File: src/rtl/lsf_pkg.sv
// Shared types, constants and helper functions for the least-squares line fit.
// No dependencies; every other file of the block uses it by scoped names.
`default_nettype none

package lsf_pkg;

    localparam int MAX_SAMPLES_DEF = 4096;

    localparam int CFG_W     = 13;
    localparam int CFG_IDX_W = 1;
    localparam logic [CFG_IDX_W-1:0] CFG_WINDOW_FIRST = 1'b0;
    localparam logic [CFG_IDX_W-1:0] CFG_WINDOW_FINAL = 1'b1;

    localparam int XW    = 16;
    localparam int NW    = 17;
    localparam int SXW   = 33;
    localparam int SXXW  = 47;
    localparam int SXYW  = 48;
    localparam int W     = 208;
    localparam int MW    = 64;
    localparam int CW    = $clog2(W + 1);
    localparam int OW    = 48;
    localparam int CORRW = 18;

    typedef logic [W-1:0] word_t;

    typedef enum logic [1:0] {
        OP_MUL  = 2'd0,
        OP_DIV  = 2'd1,
        OP_SQRT = 2'd2
    } op_t;

    typedef enum logic [1:0] {
        FIT_OK     = 2'd0,
        FIT_SINGLE = 2'd1,
        FIT_XFLAT  = 2'd2,
        FIT_YFLAT  = 2'd3
    } status_t;

    typedef struct packed {
        logic [NW-1:0]          n;
        logic signed [SXW-1:0]  sx;
        logic signed [SXW-1:0]  sy;
        logic [SXXW-1:0]        sxx;
        logic [SXXW-1:0]        syy;
        logic signed [SXYW-1:0] sxy;
        logic                   single;
    } snap_t;

    typedef struct packed {
        logic  start;
        op_t   op;
        word_t a;
        word_t b;
    } arith_req_t;

    typedef struct packed {
        logic  busy;
        logic  done;
        word_t res;
    } arith_rsp_t;

    typedef struct packed {
        logic  neg;
        word_t mag;
    } smag_t;

    // a - b on sign/magnitude operands
    function automatic smag_t sdiff(word_t am, logic an, word_t bm, logic bn);
        logic signed [W:0] sa;
        logic signed [W:0] sb;
        logic signed [W:0] d;
        smag_t r;
        sa = an ? -$signed({1'b0, am}) : $signed({1'b0, am});
        sb = bn ? -$signed({1'b0, bm}) : $signed({1'b0, bm});
        d = sa - sb;
        r.neg = d[W];
        r.mag = d[W] ? W'(-d) : W'(d);
        return r;
    endfunction

    // saturate a quotient magnitude to signed 48 bits and apply the sign
    function automatic logic [OW-1:0] qsat(word_t q, logic neg);
        word_t lim;
        logic [OW-1:0] m;
        lim = neg ? word_t'(48'h8000_0000_0000) : word_t'(48'h7FFF_FFFF_FFFF);
        m = (q > lim) ? lim[OW-1:0] : q[OW-1:0];
        return neg ? -m : m;
    endfunction

    // s = floor(sqrt(4a/b)); round-half-up of sqrt(a/b), clamped
    function automatic word_t rsat(word_t s, word_t lim);
        word_t r;
        r = (s + word_t'(1)) >> 1;
        return (r > lim) ? lim : r;
    endfunction

endpackage

`default_nettype wire

File: src/rtl/lsf_queue.sv
// Two-entry snapshot queue between the front end and the solver.
// Depends on lsf_pkg for the snapshot type.
`default_nettype none

module lsf_queue (
    input  wire logic           clk,
    input  wire logic           rst_n,
    input  wire logic           push,
    input  wire lsf_pkg::snap_t din,
    input  wire logic           pop,
    output lsf_pkg::snap_t      dout,
    output logic                empty,
    output logic                full
);

    lsf_pkg::snap_t ent_reg [2];
    logic           wr_reg;
    logic           rd_reg;
    logic [1:0]     cnt_reg;

    assign empty = (cnt_reg == 2'd0);
    assign full  = (cnt_reg == 2'd2);
    assign dout  = ent_reg[rd_reg];

    always_ff @(posedge clk)
    begin
        if (push)
        begin
            ent_reg[wr_reg] <= din;
        end
    end

    always_ff @(posedge clk or negedge rst_n)
    begin
        if (!rst_n)
        begin
            wr_reg  <= 1'b0;
            rd_reg  <= 1'b0;
            cnt_reg <= 2'd0;
        end
        else
        begin
            if (push)
            begin
                wr_reg <= ~wr_reg;
            end
            if (pop)
            begin
                rd_reg <= ~rd_reg;
            end
            cnt_reg <= cnt_reg + 2'(push) - 2'(pop);
        end
    end

    a_no_overflow: assert property (@(posedge clk) disable iff (!rst_n) !(push && full))
        else $error("queue push while full");
    a_no_underflow: assert property (@(posedge clk) disable iff (!rst_n) !(pop && empty))
        else $error("queue pop while empty");

endmodule

`default_nettype wire

File: config.mk
export PLATFORM = sky130hd
export DESIGN_NAME = lsf_queue
export DESIGN_NICKNAME = d
export VERILOG_FILES = /design/src/rtl/lsf_pkg.sv /design/src/rtl/lsf_queue.sv
export SDC_FILE = /design/constraint.sdc
export NUM_CORES = 1
export LEC_CHECK = 0
export BUFFER_PORTS_ARGS = -buffer_cell sky130_fd_sc_hd__buf_2
export CAP_MARGIN = 0
export CORE_MARGIN = 1
export CORE_UTILIZATION = 40
export DETAILED_ROUTE_END_ITERATION = 10
export PLACE_DENSITY = 0.7
export SETUP_SLACK_MARGIN = 0.5
export SLEW_MARGIN = 20
export SYNTH_ARGS = -nofsm -noshare
export SYNTH_HDL_FRONTEND = slang
export SYNTH_SLANG_ARGS = --single-unit
File: constraint.sdc
create_clock -name clk -period 11.5 [get_ports clk]
set_clock_uncertainty 0.2 [all_clocks]
set_input_delay 2.3 -clock clk [delete_from_list [all_inputs] [get_ports clk]]
set_output_delay 2.3 -clock clk [all_outputs]
set_load 0.02 [all_outputs]
==> results.json <==
{
  "status": "finished clean",
  "dp_hpwl_um": 23500,
  "async_flop_share": 0.00877,
  "drc": 0,
  "ir_drop_mv": 0.211,
  "wirelength_um": 34500,
  "finalInstanceArea_um2": 21000,
  "die_h_um": 206,
  "wl_per_cell_um": 19.4,
  "pwr-share-seq": 0.423,
  "antenna_found_initial": 5,
  "finalPower_mw": 5.49,
  "swShare": 0.318,
  "synth_edf_count": 452,
  "rows": 74,
  "crit_path_top_delay_cell": "dfrtp_4",
  "path_max_fanout": 57,
  "setup.worst_path.class": "flip-flop to output port",
  "overflow": 0,
  "die_area_um2": 42300,
  "vias": 8398,
  "r2r_slack_ns": 8.14,
  "drive_gt1_frac": 0.615,
  "placed_area_um2": 19500,
  "initialDrtViolationCount": 355,
  "initial_utilization": 0.406,
  "syn_nets": 950,
  "ys_top_cells_by_area": "edfxtp_1 (82%), mux2_2 (13%), mux2_4 (2.7%)",
  "track_usage": 0.154,
  "cp.required_ns": 9.00,
  "cts_hold_buf": 0,
  "yosysTopAreaCell": "edfxtp_1",
  "clk_latency_ns": 0.56,
  "leakagePower_nw": 7.94,
  "hold_class": "flip-flop to flip-flop",
  "synthTopCellsByCount": "edfxtp_1 (452), mux2_2 (196), mux2_4 (30)",
  "first_pass_iters": 4,
  "fmax_ghz": 0.163,
  "synth.most_common_cell": "edfxtp_1",
  "root_buffer": "clkbuf_16",
  "yosys_most_used_dff": "edfxtp_1",
  "pin_count": 458,
  "hold_viol_final": 0,
  "synth_cell_types": 14,
  "cts_sinks": 456,
  "path_common_cell": "buf_4",
  "cpLargestDelayFamily": "buffers and inverters",
  "worstMarginPinSlew_ns": 1.06,
  "critPathCaptureType": "output port",
  "path_clk_slew_ns": 0.06,
  "crit_arrival_ns": 3.62,
  "post_cts_resized": 0,
  "worst_path_largest_cell_delay_ns": 1.00,
  "finalSetupViolations": 0,
  "p_int_mw": 3.75,
  "gp_congestion": 0.850,
  "worstPathBufferInverterCount": 3,
  "grt_pass1_vias": 8399,
  "combPwrFrac": 0.307,
  "fp.dieW_um": 206,
  "drv_cap": 0,
  "startpoint_type": "flip-flop",
  "tns_ns": 0,
  "rsz0062_at_grt": "false",
  "largest_reg_flops": 452,
  "period_share": 0.532,
  "min_period_ns": 6.12,
  "report.final.slew_viol_count": 0,
  "ys_seq_elements": 456,
  "h-tree-depth": 2,
  "powerDensity_nw_per_um2": 262,
  "fp.coreArea_um2": 40900,
  "cts-buffers-inserted": 46,
  "routed_via_density": 4.72,
  "cts_buffer_depth": 3,
  "syn_area_um2": 16600,
  "tritoncts": "yes",
  "ant_nets": 0,
  "fin_nets": 1439,
  "avgSynthCellArea_um2": 23.1,
  "area_growth_pct": 26.4,
  "crit_path_cell_trace": "buf_4 > buf_4 > mux2_2 > buf_2",
  "p_sw_mw": 1.75,
  "synth_warnings": 0,
  "slew_headroom": 0.293,
  "port_buffers": 457,
  "p_clk_frac": 0.270,
  "postCtsSetupRepairBufs": 0,
  "grt_pass1_wl_um": 48500,
  "grt_max_degree": 79,
  "synthCells": 718,
  "ys_seq_area_frac": 0.823,
  "synth_top_area_share": 0.817
}
[per-stage QoR]
step | worst slack [ns] | utilization | cells | hold slack (ns)
CTS | 5.30 | 0.513 | 1776 | 0.354
global placement | 6.00 | 0.476 | 1691 | 0.331
finish | 5.38 | 0.513 | 1780 | 0.350
global route | 5.19 | 0.513 | 1778 | 0.366
detailed placement | 5.93 | 0.476 | 1691 | 0.340
floorplan | 2.68 | - | 718 | 0.273
[cells by family (layout without fill, tap and decap cells)]
family | after synthesis | in the layout | share of synthesized area
and+or+nand+nor | 4 | 4 | 0.00136
adders and majority gates | 2 | 2 | 0.00151
buffers and inverters | 27 | 553 | 0.0112
DFF | 456 | 456 | 0.823
muxes | 226 | 226 | 0.160
other | 0 | 4 | 0
xor gates and xnor gates | 3 | 3 | 0.00249
[final timing paths]
| path | cells past startpoint | startpoint | endpoint |
|---|---|---|---|
| min in group asynchronous | 1 | rst_n | cnt_reg[0] |
| setup reg to reg | 3 | wr_reg | ent_reg[0][61] |
| hold reg to reg | 1 | wr_reg | wr_reg |
| setup / recovery | 4 | rd_reg | dout[7] |
| hold / removal | 1 | wr_reg | wr_reg |
| max in group asynchronous | 1 | rst_n | rd_reg |
[metal layers]
layer	part of all wire	vias to the layer above	GRT usage
met3	0.089	54	0.0551
li1	-	3866	-
met2	0.51	323	0.265
met1	0.38	4151	0.174
met5	0.00070	-	0
met4	0.024	4	0.0587
[layout by cell type (no fill, tap or decap)]
cell type / count
clkinv_8: 1
buf_4: 9
xor2_1: 2
ha_1: 2
clkbuf_1: 4
clkinvlp_4: 5
mux2_4: 30
mux2_2: 196
buf_2: 457
inv_6: 3
diode_2: 4
dfrtp_1: 3
clkinv_1: 11
clkbuf_16: 46
dfrtp_4: 1
inv_1: 2
xor3_1: 1
nor2b_1: 1
bufinv_16: 6
clkinv_2: 7
clkinv_4: 2
edfxtp_1: 452
nor2_1: 1
and2_4: 1
nor2b_4: 1
[final cells by class]
| cell class | count | area [um2] |
|---|---|---|
| Antenna cell | 4 | 10.0 |
| Tap cell | 532 | 666 |
| Sequential cell | 456 | 13700 |
| Clock inverter | 35 | 354 |
| Timing Repair Buffer | 466 | 2350 |
| Multi-Input combinational cell | 235 | 2760 |
| Clock buffer | 50 | 1170 |
| Inverter | 2 | 7.51 |
| Fill cell | 3323 | 19900 |
[power by group through the flow]
stage                     Sequential, mW  Clock, mW  Combinational [mW]
final                               2.32       1.48                1.69
after global routing                2.35       1.58                1.79
after CTS                           2.33       1.52                1.71
after detailed placement            2.36          0                1.71
after global placement              2.35          0                1.70
after floorplan                     2.36          0                1.23
No activity file was read; power rests on OpenSTA's default activity.
