`config.mk`:
```
export PLATFORM = sky130hd
export DESIGN_NAME = lsf_front
export DESIGN_NICKNAME = d
export VERILOG_FILES = /design/src/rtl/lsf_pkg.sv /design/src/rtl/lsf_front.sv
export SDC_FILE = /design/constraint.sdc
export NUM_CORES = 2
export LEC_CHECK = 0
export BUFFER_PORTS_ARGS = -buffer_cell sky130_fd_sc_hd__buf_2
export CAP_MARGIN = 20
export CORE_ASPECT_RATIO = 1.1
export CORE_MARGIN = 2
export CORE_UTILIZATION = 45
export DETAILED_ROUTE_END_ITERATION = 8
export GPL_TIMING_DRIVEN = 0
export PLACE_DENSITY = 0.59
export SLEW_MARGIN = 10
export SYNTH_ARGS = -nofsm -noshare
export SYNTH_HDL_FRONTEND = slang
export SYNTH_SLANG_ARGS = --single-unit
```
`constraint.sdc`:
```
create_clock -name clk -period 9.87 [get_ports clk]
set_input_delay 0.4935 -clock clk [delete_from_list [all_inputs] [get_ports clk]]
set_output_delay 0.4935 -clock clk [all_outputs]
set_load 0.01 [all_outputs]
```
`src/rtl/lsf_pkg.sv`:
```
// Shared types, constants and helper functions for the least-squares line fit.
// No dependencies; every other file of the block uses it by scoped names.
`default_nettype none

package lsf_pkg;

    localparam int MAX_SAMPLES_DEF = 4096;

    localparam int CFG_W     = 13;
    localparam int CFG_IDX_W = 1;
    localparam logic [CFG_IDX_W-1:0] CFG_WINDOW_FIRST = 1'b0;
    localparam logic [CFG_IDX_W-1:0] CFG_WINDOW_FINAL = 1'b1;

    localparam int XW    = 16;
    localparam int NW    = 17;
    localparam int SXW   = 33;
    localparam int SXXW  = 47;
    localparam int SXYW  = 48;
    localparam int W     = 208;
    localparam int MW    = 64;
    localparam int CW    = $clog2(W + 1);
    localparam int OW    = 48;
    localparam int CORRW = 18;

    typedef logic [W-1:0] word_t;

    typedef enum logic [1:0] {
        OP_MUL  = 2'd0,
        OP_DIV  = 2'd1,
        OP_SQRT = 2'd2
    } op_t;

    typedef enum logic [1:0] {
        FIT_OK     = 2'd0,
        FIT_SINGLE = 2'd1,
        FIT_XFLAT  = 2'd2,
        FIT_YFLAT  = 2'd3
    } status_t;

    typedef struct packed {
        logic [NW-1:0]          n;
        logic signed [SXW-1:0]  sx;
        logic signed [SXW-1:0]  sy;
        logic [SXXW-1:0]        sxx;
        logic [SXXW-1:0]        syy;
        logic signed [SXYW-1:0] sxy;
        logic                   single;
    } snap_t;

    typedef struct packed {
        logic  start;
        op_t   op;
        word_t a;
        word_t b;
    } arith_req_t;

    typedef struct packed {
        logic  busy;
        logic  done;
        word_t res;
    } arith_rsp_t;

    typedef struct packed {
        logic  neg;
        word_t mag;
    } smag_t;

    // a - b on sign/magnitude operands
    function automatic smag_t sdiff(word_t am, logic an, word_t bm, logic bn);
        logic signed [W:0] sa;
        logic signed [W:0] sb;
        logic signed [W:0] d;
        smag_t r;
        sa = an ? -$signed({1'b0, am}) : $signed({1'b0, am});
        sb = bn ? -$signed({1'b0, bm}) : $signed({1'b0, bm});
        d = sa - sb;
        r.neg = d[W];
        r.mag = d[W] ? W'(-d) : W'(d);
        return r;
    endfunction

    // saturate a quotient magnitude to signed 48 bits and apply the sign
    function automatic logic [OW-1:0] qsat(word_t q, logic neg);
        word_t lim;
        logic [OW-1:0] m;
        lim = neg ? word_t'(48'h8000_0000_0000) : word_t'(48'h7FFF_FFFF_FFFF);
        m = (q > lim) ? lim[OW-1:0] : q[OW-1:0];
        return neg ? -m : m;
    endfunction

    // s = floor(sqrt(4a/b)); round-half-up of sqrt(a/b), clamped
    function automatic word_t rsat(word_t s, word_t lim);
        word_t r;
        r = (s + word_t'(1)) >> 1;
        return (r > lim) ? lim : r;
    endfunction

endpackage

`default_nettype wire

```
`src/rtl/lsf_front.sv`:
```
// Front end: window registers, sample indexing and exact running sums.
// Depends on lsf_pkg; pushes one snapshot per closed data set.
`default_nettype none

module lsf_front #(
    parameter int MAX_SAMPLES = lsf_pkg::MAX_SAMPLES_DEF
) (
    input  wire logic                          clk,
    input  wire logic                          rst_n,
    input  wire logic                          cfg_we,
    input  wire logic [lsf_pkg::CFG_IDX_W-1:0] cfg_index,
    input  wire logic [lsf_pkg::CFG_W-1:0]     cfg_data,
    input  wire logic                          take,
    input  wire logic signed [lsf_pkg::XW-1:0] x_value,
    input  wire logic signed [lsf_pkg::XW-1:0] y_value,
    input  wire logic                          is_last,
    output logic                               push,
    output lsf_pkg::snap_t                     snap
);

    localparam int IW   = $clog2(MAX_SAMPLES + 1);
    localparam int CMPW = IW + 14;

    logic signed [lsf_pkg::CFG_W-1:0]  win_first_reg;
    logic signed [lsf_pkg::CFG_W-1:0]  win_final_reg;
    logic [IW-1:0]                     idx_reg;
    logic [lsf_pkg::NW-1:0]            cnt_reg;
    logic signed [lsf_pkg::SXW-1:0]    sx_reg;
    logic signed [lsf_pkg::SXW-1:0]    sy_reg;
    logic [lsf_pkg::SXXW-1:0]          sxx_reg;
    logic [lsf_pkg::SXXW-1:0]          syy_reg;
    logic signed [lsf_pkg::SXYW-1:0]   sxy_reg;

    logic signed [lsf_pkg::CFG_W-1:0]  lo_s;
    logic signed [lsf_pkg::CFG_W-1:0]  hi_s;
    logic                              swap;
    logic [CMPW-1:0]                   idx_c;
    logic [CMPW-1:0]                   lo_c;
    logic [CMPW-1:0]                   hi_c;
    logic                              below_max;
    logic                              hit;
    logic signed [2*lsf_pkg::XW-1:0]   xx;
    logic signed [2*lsf_pkg::XW-1:0]   yy;
    logic signed [2*lsf_pkg::XW-1:0]   xy;
    logic [lsf_pkg::NW-1:0]            cnt_next;
    logic signed [lsf_pkg::SXW-1:0]    sx_next;
    logic signed [lsf_pkg::SXW-1:0]    sy_next;
    logic [lsf_pkg::SXXW-1:0]          sxx_next;
    logic [lsf_pkg::SXXW-1:0]          syy_next;
    logic signed [lsf_pkg::SXYW-1:0]   sxy_next;
    logic [IW-1:0]                     idx_next;

    always_comb
    begin
        swap      = win_first_reg > win_final_reg;
        lo_s      = swap ? win_final_reg : win_first_reg;
        hi_s      = swap ? win_first_reg : win_final_reg;
        idx_c     = CMPW'(idx_reg);
        lo_c      = lo_s[lsf_pkg::CFG_W-1] ? '0 : CMPW'(lo_s[lsf_pkg::CFG_W-2:0]);
        hi_c      = CMPW'(hi_s[lsf_pkg::CFG_W-2:0]);
        below_max = idx_reg < IW'(MAX_SAMPLES);
        hit       = below_max && (idx_c >= lo_c) &&
                    (hi_s[lsf_pkg::CFG_W-1] || (idx_c <= hi_c));
        xx        = x_value * x_value;
        yy        = y_value * y_value;
        xy        = x_value * y_value;
        idx_next  = below_max ? idx_reg + IW'(1) : idx_reg;
        cnt_next  = cnt_reg;
        sx_next   = sx_reg;
        sy_next   = sy_reg;
        sxx_next  = sxx_reg;
        syy_next  = syy_reg;
        sxy_next  = sxy_reg;
        if (hit)
        begin
            cnt_next = cnt_reg + lsf_pkg::NW'(1);
            sx_next  = sx_reg + lsf_pkg::SXW'(x_value);
            sy_next  = sy_reg + lsf_pkg::SXW'(y_value);
            sxx_next = sxx_reg + lsf_pkg::SXXW'($unsigned(xx));
            syy_next = syy_reg + lsf_pkg::SXXW'($unsigned(yy));
            sxy_next = sxy_reg + lsf_pkg::SXYW'(xy);
        end
    end

    assign push        = take && is_last;
    assign snap.n      = cnt_next;
    assign snap.sx     = sx_next;
    assign snap.sy     = sy_next;
    assign snap.sxx    = sxx_next;
    assign snap.syy    = syy_next;
    assign snap.sxy    = sxy_next;
    assign snap.single = (lo_s > 0) && (hi_s > 0) && (lo_s == hi_s);

    always_ff @(posedge clk or negedge rst_n)
    begin
        if (!rst_n)
        begin
            win_first_reg <= '1;
            win_final_reg <= '1;
            idx_reg       <= '0;
            cnt_reg       <= '0;
            sx_reg        <= '0;
            sy_reg        <= '0;
            sxx_reg       <= '0;
            syy_reg       <= '0;
            sxy_reg       <= '0;
        end
        else
        begin
            if (cfg_we)
            begin
                case (cfg_index)
                    lsf_pkg::CFG_WINDOW_FIRST: win_first_reg <= cfg_data;
                    default:                   win_final_reg <= cfg_data;
                endcase
            end
            if (take)
            begin
                if (is_last)
                begin
                    idx_reg <= '0;
                    cnt_reg <= '0;
                    sx_reg  <= '0;
                    sy_reg  <= '0;
                    sxx_reg <= '0;
                    syy_reg <= '0;
                    sxy_reg <= '0;
                end
                else
                begin
                    idx_reg <= idx_next;
                    cnt_reg <= cnt_next;
                    sx_reg  <= sx_next;
                    sy_reg  <= sy_next;
                    sxx_reg <= sxx_next;
                    syy_reg <= syy_next;
                    sxy_reg <= sxy_next;
                end
            end
        end
    end

endmodule

`default_nettype wire

```
==> flow_metrics.tcl <==
set metrics [dict create \
    drive_gt1_share_pct 10.1 \
    drt-vias-per-instance 5.61 \
    max-clock-path-buffers 3 \
    synth-edff-count 0 \
    fp.dieArea_um2 117000 \
    adder_and_majority_gate_portion_of_the_synthesized_area_pct 44.2 \
    largest_reg_flops 48 \
    start_kind "input port" \
    routed_wire_length_per_instance_um 23.8 \
    final_max_slew_viol_count 0 \
    dominant_combinational_cell_family_by_area_after_synthesis "adder cells" \
    critPathSlowestCell "sky130_fd_sc_hd__fa_1" \
    worstSetupEndpointType "primary output" \
    tritoncts "yes" \
    pin_count_of_the_biggest_net_entering_global_routing 87 \
    syn2layout_area_growth_pct 10.4 \
    crit_path_start "x_value[6]" \
    syn_area_per_cell_um2 8.90 \
    clkLatencyLatePin_ps 600 \
    cts.reportedPaths.clkPinSlew_ps 60 \
    core-area_um2 113000 \
    critPathMostFrequentCell "sky130_fd_sc_hd__fa_1" \
    status "complete, no violations" \
    cts_root_buf "sky130_fd_sc_hd__clkbuf_16" \
    grt_first_pass_wirelength_um 272000 \
    chipWidth_um 326 \
    dpl.hpwl_um 149000 \
    min_period_ps 9710 \
    post_synth_mux_area_share_pct 1.55 \
    regToRegStartpoint "win_final_reg[12]$_DFFE_PN1P_" \
    synthXorXnorAreaFrac_pct 4.84 \
    net_count_of_the_mapped_netlist 7134 \
    headroom_to_the_max_slew_limit_pct 19.7 \
    initial_core_util_pct 45.5 \
    max-cap-violations 0 \
    fin_setup_tns_ps 0 \
    min_from "cfg_data[0]" \
    unrepaired_setup_endpoints_after_global_routing "yes" \
    globalRoute.totalOverflow 0 \
    synth-main-ff-cell "sky130_fd_sc_hd__dfrtp_1" \
    hold_crit_path_type "input port to flip-flop" \
    fraction_of_the_yosys_area_taken_by_sequential_cells_pct 12.9 \
    row_count 129 \
    clock_tree.htree_level_count 2 \
    report.final.hold_viol_count 0 \
    clkSinkCount 264 \
    finalClockSkew_ps 32.2 \
    synth_area_um2 51300 \
    track_usage_pct 31.2 \
    via_count_of_the_first_global_routing_pass 43100 \
    post_synth_and_or_nand_nor_area_fraction_pct 13.7 \
    finalNetCount 7452 \
    clock.fmax_mhz 103 \
    timing.final.crit_share_pct 98.4 \
    height_of_the_die_um 358 \
    detail_route.iter0.violations 3719 \
    synth-async-reset-ratio_pct 100 \
    drt.antenna.violating_nets 0 \
    cts_buf_count 36 \
    grt_antenna_before_repair 12 \
    worst_pin_slew_ps 1200 \
    synthesis.instances 5771 \
    count_of_input_and_output_buffers 277 \
    place.gp.congestion 0.984 \
    remaining_drc_errors 0 \
    timing.critical_path.slowest_cell_delay_ps 540 \
    critical_path_arrival_ps 9220 \
    worst-endpoint-required_ps 9380 \
    cp_class "input port to primary output" \
    dr.pass1.iters 5 \
    synth.lib_cells_used.distinct 76 \
    final-setup-viol-count 0 \
    post_synthesis_compound_gate_area_fraction_pct 13.3 \
    wirelength_um 182000 \
    worstPathMaxFanout 10 \
    io-pin-count 278 \
    vias 42800 \
    synth.yosys.warnings 0 \
    ys_ff_latch 264 \
]
-- cells in the mapped netlist (36+ instances only) --
cell type	instances	area share (%)
sky130_fd_sc_hd__a21o_1	114	1.7
sky130_fd_sc_hd__a21oi_1	199	1.9
sky130_fd_sc_hd__a22o_1	152	2.6
sky130_fd_sc_hd__a31oi_1	44	0.54
sky130_fd_sc_hd__and2_1	156	1.9
sky130_fd_sc_hd__and3_1	40	0.49
sky130_fd_sc_hd__clkbuf_1	208	1.5
sky130_fd_sc_hd__dfrtp_1	238	12
sky130_fd_sc_hd__fa_1	838	33
sky130_fd_sc_hd__ha_1	474	12
sky130_fd_sc_hd__inv_1	1042	7.6
sky130_fd_sc_hd__mux2_2	45	0.99
sky130_fd_sc_hd__nand2_1	798	5.8
sky130_fd_sc_hd__nand2b_1	43	0.52
sky130_fd_sc_hd__nand3_1	79	0.77
sky130_fd_sc_hd__nand4_1	46	0.56
sky130_fd_sc_hd__nor2_1	230	1.7
sky130_fd_sc_hd__nor3_1	39	0.38
sky130_fd_sc_hd__o21a_1	36	0.53
sky130_fd_sc_hd__o21ai_0	217	2.1
sky130_fd_sc_hd__xnor2_1	207	3.5
sky130_fd_sc_hd__xor2_1	77	1.3
-- worst paths after layout --
kind / depth (start not counted) / endpoint / slack (ps)
worst max-delay path: 33 / snap[138] / 160
worst min-delay path: 3 / win_first_reg[0]$_DFFE_PN1P_ / 130
worst max register to register: 19 / sy_reg[30]$_DFFE_PN0P_ / 2320
worst min register to register: 1 / sxy_reg[46]$_DFFE_PN0P_ / 520
max in group asynchronous: 5 / win_first_reg[1]$_DFFE_PN1P_ / 7870
min in group asynchronous: 2 / sxx_reg[18]$_DFFE_PN0P_ / 340
-- layout by cell type, fill, tap and decap left out, types with 15 or more instances in the layout --
cell and n:
sky130_fd_sc_hd__a211oi_1 21, sky130_fd_sc_hd__a21o_1 114, sky130_fd_sc_hd__a21oi_1 195, sky130_fd_sc_hd__a22o_1 152, sky130_fd_sc_hd__a31o_2 15, sky130_fd_sc_hd__a31oi_1 43
sky130_fd_sc_hd__and2_1 156, sky130_fd_sc_hd__and3_1 40, sky130_fd_sc_hd__buf_2 284, sky130_fd_sc_hd__buf_4 28, sky130_fd_sc_hd__clkbuf_1 125, sky130_fd_sc_hd__clkbuf_16 37
sky130_fd_sc_hd__clkbuf_2 28, sky130_fd_sc_hd__clkbuf_4 33, sky130_fd_sc_hd__dfrtp_1 238, sky130_fd_sc_hd__dfstp_2 26, sky130_fd_sc_hd__fa_1 834, sky130_fd_sc_hd__ha_1 468
sky130_fd_sc_hd__inv_1 1036, sky130_fd_sc_hd__mux2_2 45, sky130_fd_sc_hd__mux2i_1 29, sky130_fd_sc_hd__nand2_1 798, sky130_fd_sc_hd__nand2b_1 43, sky130_fd_sc_hd__nand3_1 79
sky130_fd_sc_hd__nand4_1 46, sky130_fd_sc_hd__nor2_1 224, sky130_fd_sc_hd__nor2b_1 24, sky130_fd_sc_hd__nor3_1 37, sky130_fd_sc_hd__o211ai_1 20, sky130_fd_sc_hd__o21a_1 36
sky130_fd_sc_hd__o21ai_0 212, sky130_fd_sc_hd__o21bai_1 31, sky130_fd_sc_hd__o2bb2ai_1 22, sky130_fd_sc_hd__o31ai_1 28, sky130_fd_sc_hd__xnor2_1 199, sky130_fd_sc_hd__xor2_1 73
-- metrics by stage --
stage                     instance area (µm²)  cells  util [%]  worst slack, ps  hold WS, ps
after CTS                               56300   7617      49.9             10.1          108
after global routing                    56700   7623      50.2             -119          128
after floorplan                         51300   5771         -             1040          198
after global placement                  54600   7554      48.4            -2430          495
after detailed placement                54800   7561      48.5            -2220          352
final                                   56700   7626      50.2              155          128
-- worst max-delay path, delay by kind of cell --
family          cells  cell delay, ps
buf+inv             8            1160
xor+xnor            2             390
fa+ha+maj           8            3740
compound gates     10            2410
simple gates        5             980
-- repair_timing --
item / in CTS / in global routing
setup endpoints to repair: 90 / 40
hold endpoints to repair: 21 / 0
buffers inserted: 6 / 6
pin swaps: 4 / 10
hold buffers: 1 / 0
gates resized for setup: 152 / 137
-- layer usage --
layer	part of all wire [%]	track usage, %
met2	45	49.3
met1	41	42.0
met4	4.8	12.6
met3	8.9	6.64
met5	0.018	0
-- final cells by class --
| cell class | instances | area, µm² |
|---|---|---|
| antenna | 3 | 7.51 |
| buffer | 222 | 1120 |
| clock buffer | 55 | 1040 |
| clock inverter | 11 | 144 |
| fill | 10800 | 56100 |
| inverter | 1048 | 3960 |
| multi-input combinational | 4219 | 40200 |
| sequential | 264 | 6640 |
| tap | 1506 | 1880 |
| timing repair buffer | 298 | 1700 |
-- logic make-up after synthesis --
group,count (synthesis)
AND/OR/NAND/NOR,1543
multiplexers,74
AO/OA/AOI/OAI,1006
buffers and inverters,1288
XOR/XNOR,284
adder cells (fa/ha/maj),1312
flip-flops,264
Power is left out: the tool's default activity adds up to more than one toggle a clock period on the data nets, which glitch-free logic cannot reach.
